--- src/rtl/core/ldfd_pkg.sv ---
// Shared types, constants and helper functions for the laser distance frame decoder.
// Used by every module under rtl/core; depends on nothing else.
`default_nettype none
package ldfd_pkg;

  localparam int unsigned RAW_W   = 16;
  localparam int unsigned DIST_W  = 21;
  localparam int unsigned RANGE_W = 10;
  localparam int unsigned LIMIT_W = 16;
  localparam int unsigned PART_W  = 6;
  localparam int unsigned PROD_W  = RAW_W + RANGE_W;
  localparam int unsigned DQ_W    = 32;
  localparam int unsigned MQ_W    = 2 * DQ_W;
  localparam int unsigned CFG_IDX_W = 2;

  localparam int unsigned QDEPTH  = 2;
  localparam int unsigned QPTR_W  = (QDEPTH > 1) ? $clog2(QDEPTH) : 1;
  localparam int unsigned QCNT_W  = $clog2(QDEPTH + 1);

  // 1020/65520 reduces to 17/1092. The division by 1092 is a multiplication by
  // ceil(2^42/1092) followed by a shift of 42, which is exact below 2^31.
  localparam logic [RAW_W-1:0]   ERR_CODE = 16'd65467;
  localparam logic [RAW_W-1:0]   MID_CODE = 16'(65467 / 2);
  localparam int unsigned        RECIP_SHIFT = 42;
  localparam logic [DQ_W-1:0]    RECIP_M  = 32'd4027515121;
  localparam logic [LIMIT_W-1:0] COUNT_MAX = 16'hFFFF;

  localparam logic [RANGE_W-1:0]       RANGE_RST = 10'd50;
  localparam logic [LIMIT_W-1:0]       LIMIT_RST = 16'd100;
  localparam logic signed [DIST_W-1:0] FAR_RST   = 21'sd50500;
  localparam logic signed [DIST_W-1:0] NEAR_RST  = -21'sd500;

  typedef enum logic [CFG_IDX_W-1:0] {
    CFG_RANGE     = 2'd0,
    CFG_BAD_LIMIT = 2'd1,
    CFG_FAR       = 2'd2,
    CFG_NEAR      = 2'd3
  } ldfd_cfg_idx_t;

  typedef enum logic [1:0] {
    ST_GOOD    = 2'd0,
    ST_TOLER   = 2'd1,
    ST_PERSIST = 2'd2
  } ldfd_status_t;

  typedef enum logic [2:0] {
    B_IDLE,
    B_MUL,
    B_LOAD,
    B_RECIP,
    B_WRITE
  } ldfd_bstate_t;

  typedef struct packed {
    logic [RANGE_W-1:0]       range_mm;
    logic [LIMIT_W-1:0]       bad_limit;
    logic signed [DIST_W-1:0] far_error_um;
    logic signed [DIST_W-1:0] near_error_um;
  } ldfd_cfg_t;

  typedef struct packed {
    logic full;
    logic empty;
  } ldfd_qstat_t;

endpackage
`default_nettype wire

--- src/rtl/core/ldfd_queue.sv ---
// Short queue of assembled raw values between the byte front end and the back end.
// Depends on ldfd_pkg.
`default_nettype none
module ldfd_queue (
  input  wire logic                         clk,
  input  wire logic                         rst_n,
  input  wire logic                         push,
  input  wire logic [ldfd_pkg::RAW_W-1:0]   wdata,
  input  wire logic                         pop,
  output logic [ldfd_pkg::RAW_W-1:0]        rdata,
  output ldfd_pkg::ldfd_qstat_t             stat
);

  logic [ldfd_pkg::RAW_W-1:0]  ent_r [ldfd_pkg::QDEPTH];
  logic [ldfd_pkg::QPTR_W-1:0] wr_ptr_r, wr_ptr_nxt;
  logic [ldfd_pkg::QPTR_W-1:0] rd_ptr_r, rd_ptr_nxt;
  logic [ldfd_pkg::QCNT_W-1:0] cnt_r, cnt_nxt;

  assign stat.full  = (cnt_r == ldfd_pkg::QCNT_W'(ldfd_pkg::QDEPTH));
  assign stat.empty = (cnt_r == '0);
  assign rdata      = ent_r[rd_ptr_r];

  always_comb begin
    wr_ptr_nxt = wr_ptr_r;
    rd_ptr_nxt = rd_ptr_r;
    cnt_nxt    = cnt_r;
    if (push) begin
      wr_ptr_nxt = (wr_ptr_r == ldfd_pkg::QPTR_W'(ldfd_pkg::QDEPTH - 1)) ? '0 :
                   wr_ptr_r + 1'b1;
    end
    if (pop) begin
      rd_ptr_nxt = (rd_ptr_r == ldfd_pkg::QPTR_W'(ldfd_pkg::QDEPTH - 1)) ? '0 :
                   rd_ptr_r + 1'b1;
    end
    if (push && !pop) begin
      cnt_nxt = cnt_r + 1'b1;
    end else if (pop && !push) begin
      cnt_nxt = cnt_r - 1'b1;
    end
  end

  always_ff @(posedge clk) begin
    if (!rst_n) begin
      wr_ptr_r <= '0;
      rd_ptr_r <= '0;
      cnt_r    <= '0;
    end else begin
      wr_ptr_r <= wr_ptr_nxt;
      rd_ptr_r <= rd_ptr_nxt;
      cnt_r    <= cnt_nxt;
    end
  end

  always_ff @(posedge clk) begin
    if (push) begin
      ent_r[wr_ptr_r] <= wdata;
    end
  end

endmodule
`default_nettype wire

--- src/rtl/core/ldfd_front.sv ---
// Byte front end: sorts received bytes into frame parts and emits a raw value per frame.
// Depends on ldfd_pkg; feeds ldfd_queue.
`default_nettype none
module ldfd_front (
  input  wire logic                         clk,
  input  wire logic                         rst_n,
  input  wire logic                         in_valid,
  output logic                              in_stall,
  input  wire logic [7:0]                   in_rx_byte,
  input  wire ldfd_pkg::ldfd_qstat_t        q_stat,
  output logic                              q_push,
  output logic [ldfd_pkg::RAW_W-1:0]        q_wdata
);

  logic [ldfd_pkg::PART_W-1:0] low_r, low_nxt;
  logic [ldfd_pkg::PART_W-1:0] mid_r, mid_nxt;
  logic                        take;

  assign in_stall = q_stat.full;
  assign take     = in_valid && !q_stat.full;
  assign q_push   = take && in_rx_byte[7];
  assign q_wdata  = {in_rx_byte[3:0], mid_r, low_r};

  always_comb begin
    low_nxt = low_r;
    mid_nxt = mid_r;
    if (take && !in_rx_byte[7]) begin
      if (in_rx_byte[6]) begin
        mid_nxt = in_rx_byte[5:0];
      end else begin
        low_nxt = in_rx_byte[5:0];
      end
    end
  end

  always_ff @(posedge clk) begin
    if (!rst_n) begin
      low_r <= '0;
      mid_r <= '0;
    end else begin
      low_r <= low_nxt;
      mid_r <= mid_nxt;
    end
  end

endmodule
`default_nettype wire

--- src/rtl/core/ldfd_back.sv ---
// Back end: converts queued raw values to distances and tracks bad samples.
// Uses registered multipliers and a reciprocal multiplication; depends on ldfd_pkg.
`default_nettype none
module ldfd_back (
  input  wire logic                               clk,
  input  wire logic                               rst_n,
  input  wire ldfd_pkg::ldfd_cfg_t                cfg,
  input  wire ldfd_pkg::ldfd_qstat_t              q_stat,
  input  wire logic [ldfd_pkg::RAW_W-1:0]         q_rdata,
  output logic                                    q_pop,
  output logic                                    out_valid,
  input  wire logic                               out_stall,
  output logic signed [ldfd_pkg::DIST_W-1:0]      out_distance_um,
  output logic [ldfd_pkg::RAW_W-1:0]              out_raw_value,
  output logic [1:0]                              out_status
);

  ldfd_pkg::ldfd_bstate_t state_r, state_nxt;

  logic [ldfd_pkg::RAW_W-1:0]     raw_r;
  logic [ldfd_pkg::PROD_W-1:0]    prod_r;
  logic [ldfd_pkg::DQ_W-1:0]      dq_r;
  logic [ldfd_pkg::MQ_W-1:0]      mq_r;

  logic [ldfd_pkg::LIMIT_W-1:0]     bad_count_r, bad_count_nxt;
  logic [ldfd_pkg::RAW_W-1:0]       last_good_r, last_good_nxt;
  logic signed [ldfd_pkg::DIST_W-1:0] held_r, held_nxt;

  logic                               out_valid_r, out_valid_nxt;
  logic signed [ldfd_pkg::DIST_W-1:0] out_dist_r;
  logic [ldfd_pkg::RAW_W-1:0]         out_raw_r;
  ldfd_pkg::ldfd_status_t             out_status_r;

  logic                               fire;
  logic                               is_err;
  logic [ldfd_pkg::DIST_W-1:0]        offset;
  logic [ldfd_pkg::DIST_W-1:0]        quot;
  logic signed [ldfd_pkg::DIST_W-1:0] res_dist;
  ldfd_pkg::ldfd_status_t             res_status;

  always_comb begin
    state_nxt = state_r;
    case (state_r)
      ldfd_pkg::B_IDLE: begin
        if (!q_stat.empty) begin
          state_nxt = (q_rdata == ldfd_pkg::ERR_CODE) ? ldfd_pkg::B_WRITE : ldfd_pkg::B_MUL;
        end
      end
      ldfd_pkg::B_MUL:   state_nxt = ldfd_pkg::B_LOAD;
      ldfd_pkg::B_LOAD:  state_nxt = ldfd_pkg::B_RECIP;
      ldfd_pkg::B_RECIP: state_nxt = ldfd_pkg::B_WRITE;
      ldfd_pkg::B_WRITE: begin
        if (!out_valid_r || !out_stall) begin
          state_nxt = ldfd_pkg::B_IDLE;
        end
      end
      default: state_nxt = ldfd_pkg::B_IDLE;
    endcase
  end

  always_comb begin
    q_pop = 1'b0;
    fire  = 1'b0;
    case (state_r)
      ldfd_pkg::B_IDLE:  q_pop = !q_stat.empty;
      ldfd_pkg::B_WRITE: fire  = !out_valid_r || !out_stall;
      default: begin
        q_pop = 1'b0;
        fire  = 1'b0;
      end
    endcase
  end

  assign quot   = mq_r[ldfd_pkg::RECIP_SHIFT +: ldfd_pkg::DIST_W];
  assign is_err = (raw_r == ldfd_pkg::ERR_CODE);
  assign offset = (ldfd_pkg::DIST_W'(cfg.range_mm) << 3) +
                  (ldfd_pkg::DIST_W'(cfg.range_mm) << 1);

  always_comb begin
    bad_count_nxt = bad_count_r;
    last_good_nxt = last_good_r;
    held_nxt      = held_r;
    res_dist      = held_r;
    res_status    = ldfd_pkg::ST_TOLER;
    if (is_err) begin
      if (bad_count_r > cfg.bad_limit) begin
        res_dist   = (last_good_r > ldfd_pkg::MID_CODE) ? cfg.far_error_um :
                     cfg.near_error_um;
        res_status = ldfd_pkg::ST_PERSIST;
        held_nxt   = res_dist;
      end else begin
        if (bad_count_r != ldfd_pkg::COUNT_MAX) begin
          bad_count_nxt = bad_count_r + 1'b1;
        end
      end
    end else begin
      res_dist      = $signed(quot - offset);
      res_status    = ldfd_pkg::ST_GOOD;
      held_nxt      = res_dist;
      last_good_nxt = raw_r;
      bad_count_nxt = '0;
    end
  end

  always_comb begin
    if (fire) begin
      out_valid_nxt = 1'b1;
    end else if (!out_stall) begin
      out_valid_nxt = 1'b0;
    end else begin
      out_valid_nxt = out_valid_r;
    end
  end

  always_ff @(posedge clk) begin
    if (!rst_n) begin
      state_r     <= ldfd_pkg::B_IDLE;
      out_valid_r <= 1'b0;
      bad_count_r <= '0;
      last_good_r <= '0;
      held_r      <= '0;
    end else begin
      state_r     <= state_nxt;
      out_valid_r <= out_valid_nxt;
      if (fire) begin
        bad_count_r <= bad_count_nxt;
        last_good_r <= last_good_nxt;
        held_r      <= held_nxt;
      end
    end
  end

  always_ff @(posedge clk) begin
    if (q_pop) begin
      raw_r <= q_rdata;
    end
    if (state_r == ldfd_pkg::B_MUL) begin
      prod_r <= ldfd_pkg::PROD_W'(raw_r) * ldfd_pkg::PROD_W'(cfg.range_mm);
    end
    if (state_r == ldfd_pkg::B_LOAD) begin
      dq_r <= (ldfd_pkg::DQ_W'(prod_r) << 4) + ldfd_pkg::DQ_W'(prod_r);
    end
    if (state_r == ldfd_pkg::B_RECIP) begin
      mq_r <= ldfd_pkg::MQ_W'(dq_r) * ldfd_pkg::MQ_W'(ldfd_pkg::RECIP_M);
    end
    if (fire) begin
      out_dist_r   <= res_dist;
      out_raw_r    <= raw_r;
      out_status_r <= res_status;
    end
  end

  assign out_valid       = out_valid_r;
  assign out_distance_um = out_dist_r;
  assign out_raw_value   = out_raw_r;
  assign out_status      = out_status_r;

endmodule
`default_nettype wire

--- src/rtl/core/laser_distance_frame_decoder.sv ---
// Top level of the laser distance frame decoder: configuration registers and wiring.
// Instantiates ldfd_front, ldfd_queue and ldfd_back; depends on ldfd_pkg.
//
// Usage: received sensor bytes enter on in_valid/in_stall/in_rx_byte. Low and middle
// bytes only update the frame parts; each high byte completes a frame and gives exactly
// one result on out_valid/out_stall with distance, raw value and status.
// A byte is taken whenever the two-entry frame queue has room.
// For a good sample the high byte transfer is followed by a pop, a multiply, a scale
// by 17, a reciprocal multiply and a write, in that order, and the write gives the result.
// An error-code sample goes from the pop straight to the write. The back end handles
// one frame at a time, so it pops the next frame only once the last one is written.
// When the receiver stalls, the result holds in the output register, the back end
// finishes its next frame and waits, and in_stall rises once the queue fills.
// Configuration registers are written through cfg_we/cfg_index/cfg_wdata.
// Synchronous active-low reset restores the register defaults, clears the frame
// parts, bad-sample count, last good value and held distance, and empties the queue.
`default_nettype none
module laser_distance_frame_decoder (
  input  wire logic                                  clk,
  input  wire logic                                  rst_n,
  input  wire logic                                  in_valid,
  output logic                                       in_stall,
  input  wire logic [7:0]                            in_rx_byte,
  output logic                                       out_valid,
  input  wire logic                                  out_stall,
  output logic signed [ldfd_pkg::DIST_W-1:0]         out_distance_um,
  output logic [ldfd_pkg::RAW_W-1:0]                 out_raw_value,
  output logic [1:0]                                 out_status,
  input  wire logic                                  cfg_we,
  input  wire logic [ldfd_pkg::CFG_IDX_W-1:0]        cfg_index,
  input  wire logic [ldfd_pkg::DIST_W-1:0]           cfg_wdata
);

  ldfd_pkg::ldfd_cfg_t   cfg_r, cfg_nxt;
  ldfd_pkg::ldfd_qstat_t q_stat;
  logic                  q_push;
  logic                  q_pop;
  logic [ldfd_pkg::RAW_W-1:0] q_wdata;
  logic [ldfd_pkg::RAW_W-1:0] q_rdata;

  always_comb begin
    cfg_nxt = cfg_r;
    if (cfg_we) begin
      case (ldfd_pkg::ldfd_cfg_idx_t'(cfg_index))
        ldfd_pkg::CFG_RANGE:     cfg_nxt.range_mm      = cfg_wdata[ldfd_pkg::RANGE_W-1:0];
        ldfd_pkg::CFG_BAD_LIMIT: cfg_nxt.bad_limit     = cfg_wdata[ldfd_pkg::LIMIT_W-1:0];
        ldfd_pkg::CFG_FAR:       cfg_nxt.far_error_um  = $signed(cfg_wdata);
        ldfd_pkg::CFG_NEAR:      cfg_nxt.near_error_um = $signed(cfg_wdata);
        default:                 cfg_nxt = cfg_r;
      endcase
    end
  end

  always_ff @(posedge clk) begin
    if (!rst_n) begin
      cfg_r.range_mm      <= ldfd_pkg::RANGE_RST;
      cfg_r.bad_limit     <= ldfd_pkg::LIMIT_RST;
      cfg_r.far_error_um  <= ldfd_pkg::FAR_RST;
      cfg_r.near_error_um <= ldfd_pkg::NEAR_RST;
    end else begin
      cfg_r <= cfg_nxt;
    end
  end

  ldfd_front u_front (
    .clk        (clk),
    .rst_n      (rst_n),
    .in_valid   (in_valid),
    .in_stall   (in_stall),
    .in_rx_byte (in_rx_byte),
    .q_stat     (q_stat),
    .q_push     (q_push),
    .q_wdata    (q_wdata)
  );

  ldfd_queue u_queue (
    .clk   (clk),
    .rst_n (rst_n),
    .push  (q_push),
    .wdata (q_wdata),
    .pop   (q_pop),
    .rdata (q_rdata),
    .stat  (q_stat)
  );

  ldfd_back u_back (
    .clk             (clk),
    .rst_n           (rst_n),
    .cfg             (cfg_r),
    .q_stat          (q_stat),
    .q_rdata         (q_rdata),
    .q_pop           (q_pop),
    .out_valid       (out_valid),
    .out_stall       (out_stall),
    .out_distance_um (out_distance_um),
    .out_raw_value   (out_raw_value),
    .out_status      (out_status)
  );

`ifndef SYNTHESIS
  a_pop_not_empty: assert property (@(posedge clk) disable iff (!rst_n)
    q_pop |-> !q_stat.empty)
    else $error("frame queue popped while empty");

  a_status_code: assert property (@(posedge clk) disable iff (!rst_n)
    out_valid |-> (out_status != 2'd3))
    else $error("result carries an undefined status code");

  a_reset_clears: assert property (@(posedge clk)
    !rst_n |=> !out_valid)
    else $error("result valid directly after reset");
`endif

endmodule
`default_nettype wire
--- config.mk ---
export PLATFORM = sky130hd
export DESIGN_NAME = laser_distance_frame_decoder
export DESIGN_NICKNAME = d
export VERILOG_FILES = /design/src/rtl/core/ldfd_pkg.sv /design/src/rtl/core/ldfd_queue.sv /design/src/rtl/core/ldfd_front.sv /design/src/rtl/core/ldfd_back.sv /design/src/rtl/core/laser_distance_frame_decoder.sv
export SDC_FILE = /design/constraint.sdc
export NUM_CORES = 2
export LEC_CHECK = 0
export BUFFER_PORTS_ARGS = -buffer_cell sky130_fd_sc_hd__buf_2
export CELL_PAD_IN_SITES_DETAIL_PLACEMENT = 1
export CELL_PAD_IN_SITES_GLOBAL_PLACEMENT = 1
export CORE_MARGIN = 3
export CORE_UTILIZATION = 47
export DETAILED_ROUTE_END_ITERATION = 7
export PLACE_DENSITY_LB_ADDON = 0.25
export SLEW_MARGIN = 15
export SYNTH_ARGS = -nofsm -noshare
export SYNTH_HDL_FRONTEND = slang
export SYNTH_HIERARCHICAL = 1
export SYNTH_SLANG_ARGS = --single-unit
--- constraint.sdc ---
create_clock -name clk -period 6.8 [get_ports clk]
set_input_delay 0.34 -clock clk [delete_from_list [all_inputs] [get_ports clk]]
set_output_delay 0.34 -clock clk [all_outputs]
set_load 0.05 [all_outputs]
# == After elaboration in Yosys (flattened, before gate mapping) ==
# Memory sizes are Yosys's and may differ from the RTL's. A register that Yosys moved wholly into a read port is not among the register bits.
# Cells that the tools add are included.
# word_totals
regBits,317
mem_bits_rw,32
in_bits,36
output_inout_bits,41
elab_cells,101
n_memories,1
# memory_table
memory,depth,width,rd,rd_clocked_by_memory_dff,wr,line,rtl
u_queue.ent_r,2,16,1,1,1,ldfd_queue.sv:14,logic [ldfd_pkg::RAW_W-1:0] ent_r [ldfd_pkg::QDEPTH];
# classes
n_addsub,8
mul,2
n_lt_le_gt_ge,2
eq_ne,16
n_mux,23
bitwise,2
n_reduce_logical,26
# ops
op,n
"multiplier 32 x 32 -> 63 bit, second input constant",1
two-way mux 21 bit,3
two-way mux 16 bit,3
"== test 16 bit, second input constant",2
adder 30 x 26 -> 31 bit,1
multiplier 16 x 10 -> 26 bit,1
subtractor 21 x 14 -> 21 bit,1
"adder 16 x 1 -> 16 bit, second input constant",1
"greater-than comparator 16 x 15 -> 1 bit, second input constant",1
greater-than comparator 16 bit,1
"inequality test 16 bit, second input constant",1
AND reduction 2 bit,8
one-hot mux 3 bit (5 select lines),1
adder 13 x 11 -> 14 bit,1
two-way mux 1 bit,10
two-way mux 3 bit,3
zero test 1 bit,7
"== test 2 bit, second input constant",3
"== test 3 x 2 -> 1 bit, second input constant",2
two-way mux 2 bit,3
"inequality test 2 bit, second input constant",3
logical AND 1 bit,5
zero test 2 bit,2
"inequality test 2 x 1 -> 1 bit, second input constant",2
11 further kinds,13

# == Logic depth before layout (Yosys ltp) ==
# logic_depth
depth_word,8
depth_mapped,26
mapped_depth_nobuf,26

# == Hierarchy ==
# The synthesis kept the hierarchy.
# by_module_without_submodules
module,n_inst,cells_each,area_per_inst_um2,seq_area_each_um2
ldfd_back,1,2805,27393.8,5114.9
laser_distance_frame_decoder,1,275,2688.8,1361.3
ldfd_queue,1,72,1372.6,1061.0
ldfd_front,1,53,525.5,240.2

# == Worst setup path before layout ==
# Ideal clock, no wire load.
# synth_path
kind,register to register
from,register u_back/dq_r[0] (netlist name)
to,"register u_back/mq_r[49] (netlist name), data pin"
setup_time_ns,0.260
arrival_time_ns,6.409
required_time_ns,6.540
path_slack_ns,0.131
stages_incl_launch_ff,25
path_buffers,0
period_less_slack_ns,6.669
cell_sequence,edfxtp_1 -> fa_1 -> inv_1 -> fa_1 -> inv_1 -> ha_1 -> fa_1 -> inv_1 -> fa_1 -> fa_1 -> inv_1 -> fa_1 -> inv_1 -> fa_1 -> inv_1 -> ha_1 -> a21oi_1 -> nor2_1 -> o21a_1 -> o311ai_2 -> nor3b_2 -> nor2_2 -> a221o_1 -> a21oi_1 -> xnor2_1
# synth_between
elab_chain_len,1
# synth_rtl
item,line,rtl
"start, declared",ldfd_back.sv:22,logic [ldfd_pkg::DQ_W-1:0] dq_r;
"start signal, assigned",ldfd_back.sv:141,dq_r <= (ldfd_pkg::DQ_W'(prod_r) << 4) + ldfd_pkg::DQ_W'(prod_r);
multiplier 32 x 32 -> 63 bit,ldfd_back.sv:144,mq_r <= ldfd_pkg::MQ_W'(dq_r) * ldfd_pkg::MQ_W'(ldfd_pkg::RECIP_M);
"end signal, assigned",ldfd_back.sv:144,
"end, declared",ldfd_back.sv:23,logic [ldfd_pkg::MQ_W-1:0] mq_r;
# Every way passes these cells.
# A chain may end at the register's enable or synchronous reset.

# == Final worst setup path ==
# layout_path
from,register u_back/dq_r[0] (netlist name)
to,"register u_back/mq_r[48] (netlist name), data pin"
# The elaborated chain is that of the path after synthesis.

==> results by group <==
Run status
  • Outcome: finished with violations
  • Failing checks: setup timing

Route
  • DR vias: roughly 23,000
  • Met2 wire length: approximately 48,000 µm
  • Routed wl met3: ~2400 µm
  • WL/cell: 21.3 µm
  • Iter 0 DRT Violations: approximately 1,100
  • # DRC: 0
  • Vias per cell: around 5.4
  • Max Used Layer: met5
  • DRT met1 WL: between 30,000 and 40,000 µm
  • DRT Wirelength: between 90,000 and 100,000 µm
  • Drt pass-1 iters: 5
  • ANT nets after route: 0

Cells and area
  • Antenna fix cells: 0
  • Post-Layout Inst Area: between 30,000 and 40,000 µm²
  • Most frequent cells in the layout: 632 x inv_1, 496 x ha_1, 331 x fa_1, 261 x nand2_1, 178 x buf_4
  • Layout cells sized above 1: a little over an eighth
  • # nets final: about 4,300
  • Commonest non-fill, non-tap cell in the layout: inv_1
  • Syn-to-layout area delta: 13.1%

Setup path
  • Arrival time worst endpoint: about 7100 ps
  • Worst path bufs/invs: 7
  • Cell Chain, Critical Path: fa_1, inv_2, fa_1, inv_2, ha_4, fa_1, inv_1, fa_1, fa_1, inv_2, fa_1, inv_2, fa_2, inv_2, ha_4, a21oi_2, nor2_1, o21a_1, o311ai_4, nor3b_4, nor2_4, a221o_1, buf_4, xor2_1
  • Critical path endpoint category: register
  • CP max stage delay: about 600 ps
  • CP most frequent cell: fa_1
  • Kind of launch point of the worst setup path: register
  • Setup CP Type: register to register
  • Crit-path slowest cell: fa_1
  • Highest net fanout along the worst path: 3
  • Cell family with most CP delay: adder cells
  • Required time of the critical path: a little over 7000 ps

Clocking
  • CTS tree: yes
  • Clock buffer depth: 3
  • Clock root buffer: clkbuf_16
  • Worst-Skew Late Latency: between 500 and 600 ps
  • H-tree levels: 2
  • CTS Sinks: 306
  • Clock transition at the registers of the reported paths: ~60 ps
  • CTS Buf Count: 35

Die
  • Die X: roughly 270 µm
  • I/O Pins: between 70 and 80
  • Row Count: 95
  • Core area: 67,300 µm²
  • Starting Density: about 48%
  • Die ar.: between 70,000 and 80,000 µm²
  • Die H: 267 µm

STA
  • Final setup viols: 6
  • Fraction of the cycle the final worst path needs: 101%
  • Slew of the pin with the lowest slew margin: between 900 and 1000 ps
  • Skew final: roughly 18 ps
  • Fmax: ~0.15 GHz
  • Post-route minimum period: slightly below 7000 ps
  • Fin. max-slew vios: 0
  • RSZ-0062 raised after global routing: yes
  • Final setup margin: -49.5 ps
  • Slew Limit Headroom: 33.7%
  • Final count of hold timing violations: 0

Yosys
  • Asr flop ratio synth: 0%
  • Post-synthesis simple-gate area fraction: 10.7%
  • Compound-gate portion of the synthesized area: approximately 8.7%
  • Syn avg cell area: about 10 µm²
  • Largest family of logic cells by synthesized area: adder cells
  • Seq/Total Area, Yosys: between 20% and 30%
  • Xor/xnor cell area share of the yosys netlist: 2.49%
  • Adder-cell share of the synthesized area: 41.5%
  • Post-synth EDFFs: about 170
  • Synth Cell Area: roughly 32,000 µm²
  • Post-Syn Instances: 3,205
  • Unique masters post-synth: 84
  • Post-synthesis register bit count: between 300 and 400
  • Post-synthesis net count: 4,096
  • Mux cell area share after synthesis: under 10%
  • Synth Warn #: 6
  • Ys flop type: edfxtp_1

Place
  • Area after DPL: 34,200 µm²
  • Port Buffers: 76
  • Pre-CTS setup slack: -366 ps
  • Routability congestion estimate: between 0.9 and 1
  • Dpl hpwl: 75,200 µm

Global route
  • Gr ovfl total: 0
  • Global-route wire length before repair: ~150,000 µm
  • Initial antenna violation count: 1
  • Global Route Usage Sum: 26.1%
  • Vias in the first global route: 26,500
  • Largest net degree at the start of global routing: 105

Hold path
  • Hold Path Class: input port to register

Job
  • Max-Cap Viols: 0
[cells in the mapped netlist (5+ instances only)]
master    instances  area, µm²
buf_4             8       60.1
clkbuf_1         59        221
nand2_1         263        987
a211oi_1         13       97.6
a21oi_1         122        611
xor2_1           34        298
nor2_1          106        398
mux2i_1          88        881
or3_1             8       50.1
and2_1           97        607
nand4b_1          5       43.8
inv_1           645       2420
nor2b_1          36        225
nand4_1          34        213
mux2_2           22        248
xnor2_1          57        499
nor3b_1           5       37.5
a31oi_1           7       43.8
nand2b_1         12       75.1
or4_1             8       60.1
nand3b_1          6       45.0
fa_1            341       6830
and3_1           19        119
buf_2            20        100
a21boi_0         31        233
o21a_1           21        158
a21o_1           42        315
o21ai_0          94        470
o211ai_1         24        180
o31ai_1           9       67.6
o21bai_1          7       52.6
nor4_1            5       31.3
ha_1            514       6430
nand3_1          34        170
edfxtp_1        165       4950
nor3_1           17       85.1
dfxtp_1         141       2820
[cells by family after synthesis]
kind of cell	after synthesis
simple gates	682
buf+inv	737
flops	306
xor+xnor	91
compound gates	424
mux	110
fa+ha+maj	855
[tightest hold or removal path: stages]
cell and delay (ps):
buf_2 100, nand2_1 50, mux2i_1 60
[sequential cells by signal (all words and copies together) (netlist names), named ones only]
| name | count |
|---|---|
| cfg_r | 68 |
| u_back/out_distance_um | 21 |
| u_queue/cnt_r | 2 |
| u_queue/ent_r | 32 |
| u_front/low_r | 6 |
| u_queue/wr_ptr_r | 1 |
| u_back/prod_r | 26 |
| u_back/out_valid | 1 |
| u_back/out_raw_value | 16 |
| u_queue/rd_ptr_r | 1 |
| u_back/held_r | 21 |
| u_back/mq_r | 21 |
| u_back/state_r | 3 |
| u_back/out_status | 2 |
| u_back/bad_count_r | 16 |
| u_back/last_good_r | 15 |
| u_back/raw_r | 16 |
| u_back/dq_r | 31 |
| u_front/mid_r | 6 |
[timing repair]
item,in CTS,in global routing
pin swaps,32,51
setup endpoints to repair,18,20
resized for setup,34,85
buffers inserted,13,15
endpoints found under the hold margin,8,0
hold buffers,4,0
[final timing paths]
check / from / to / slack [ps] / cells after the start
max reg2reg: u_back/dq_r[0] / u_back/mq_r[48] / -50 / 24
min: cfg_wdata[17] / cfg_r[38] / 50 / 3
min reg2reg: u_front/mid_r[5] / u_queue/ent_r[1][11] / 460 / 0
max: u_back/dq_r[0] / u_back/mq_r[48] / -50 / 24
[area by class of cell]
cell class	count	area, µm²
repair buffers	259	1770
flip-flops and latches	306	7780
clock buffers	49	1020
inverters	645	2420
clock inverters	14	168
fillers	7402	31100
multi-input cells	2162	21900
well taps	873	1090
[stage by stage]
stage	hold slack, ps	cells	setup TNS, ps	utilization, %
floorplan	425	3205	0	-
global placement	432	4213	-2490	50.8
detailed placement	444	4213	-3610	50.8
CTS	20.8	4293	-477	53.0
global route	49.7	4308	-2200	53.8
finish	48.8	4308	-154	53.8
[metal layers]
metal / track usage (%) / vias up
met4: 7.81 / 2
met3: 2.05 / 144
li1: - / 10900
met2: 48.4 / 368
met1: 32.5 / 11900
met5: 0 / -
Power is left out: the tool's default activity adds up to more than one toggle a clock period on the data nets, which glitch-free logic cannot reach.
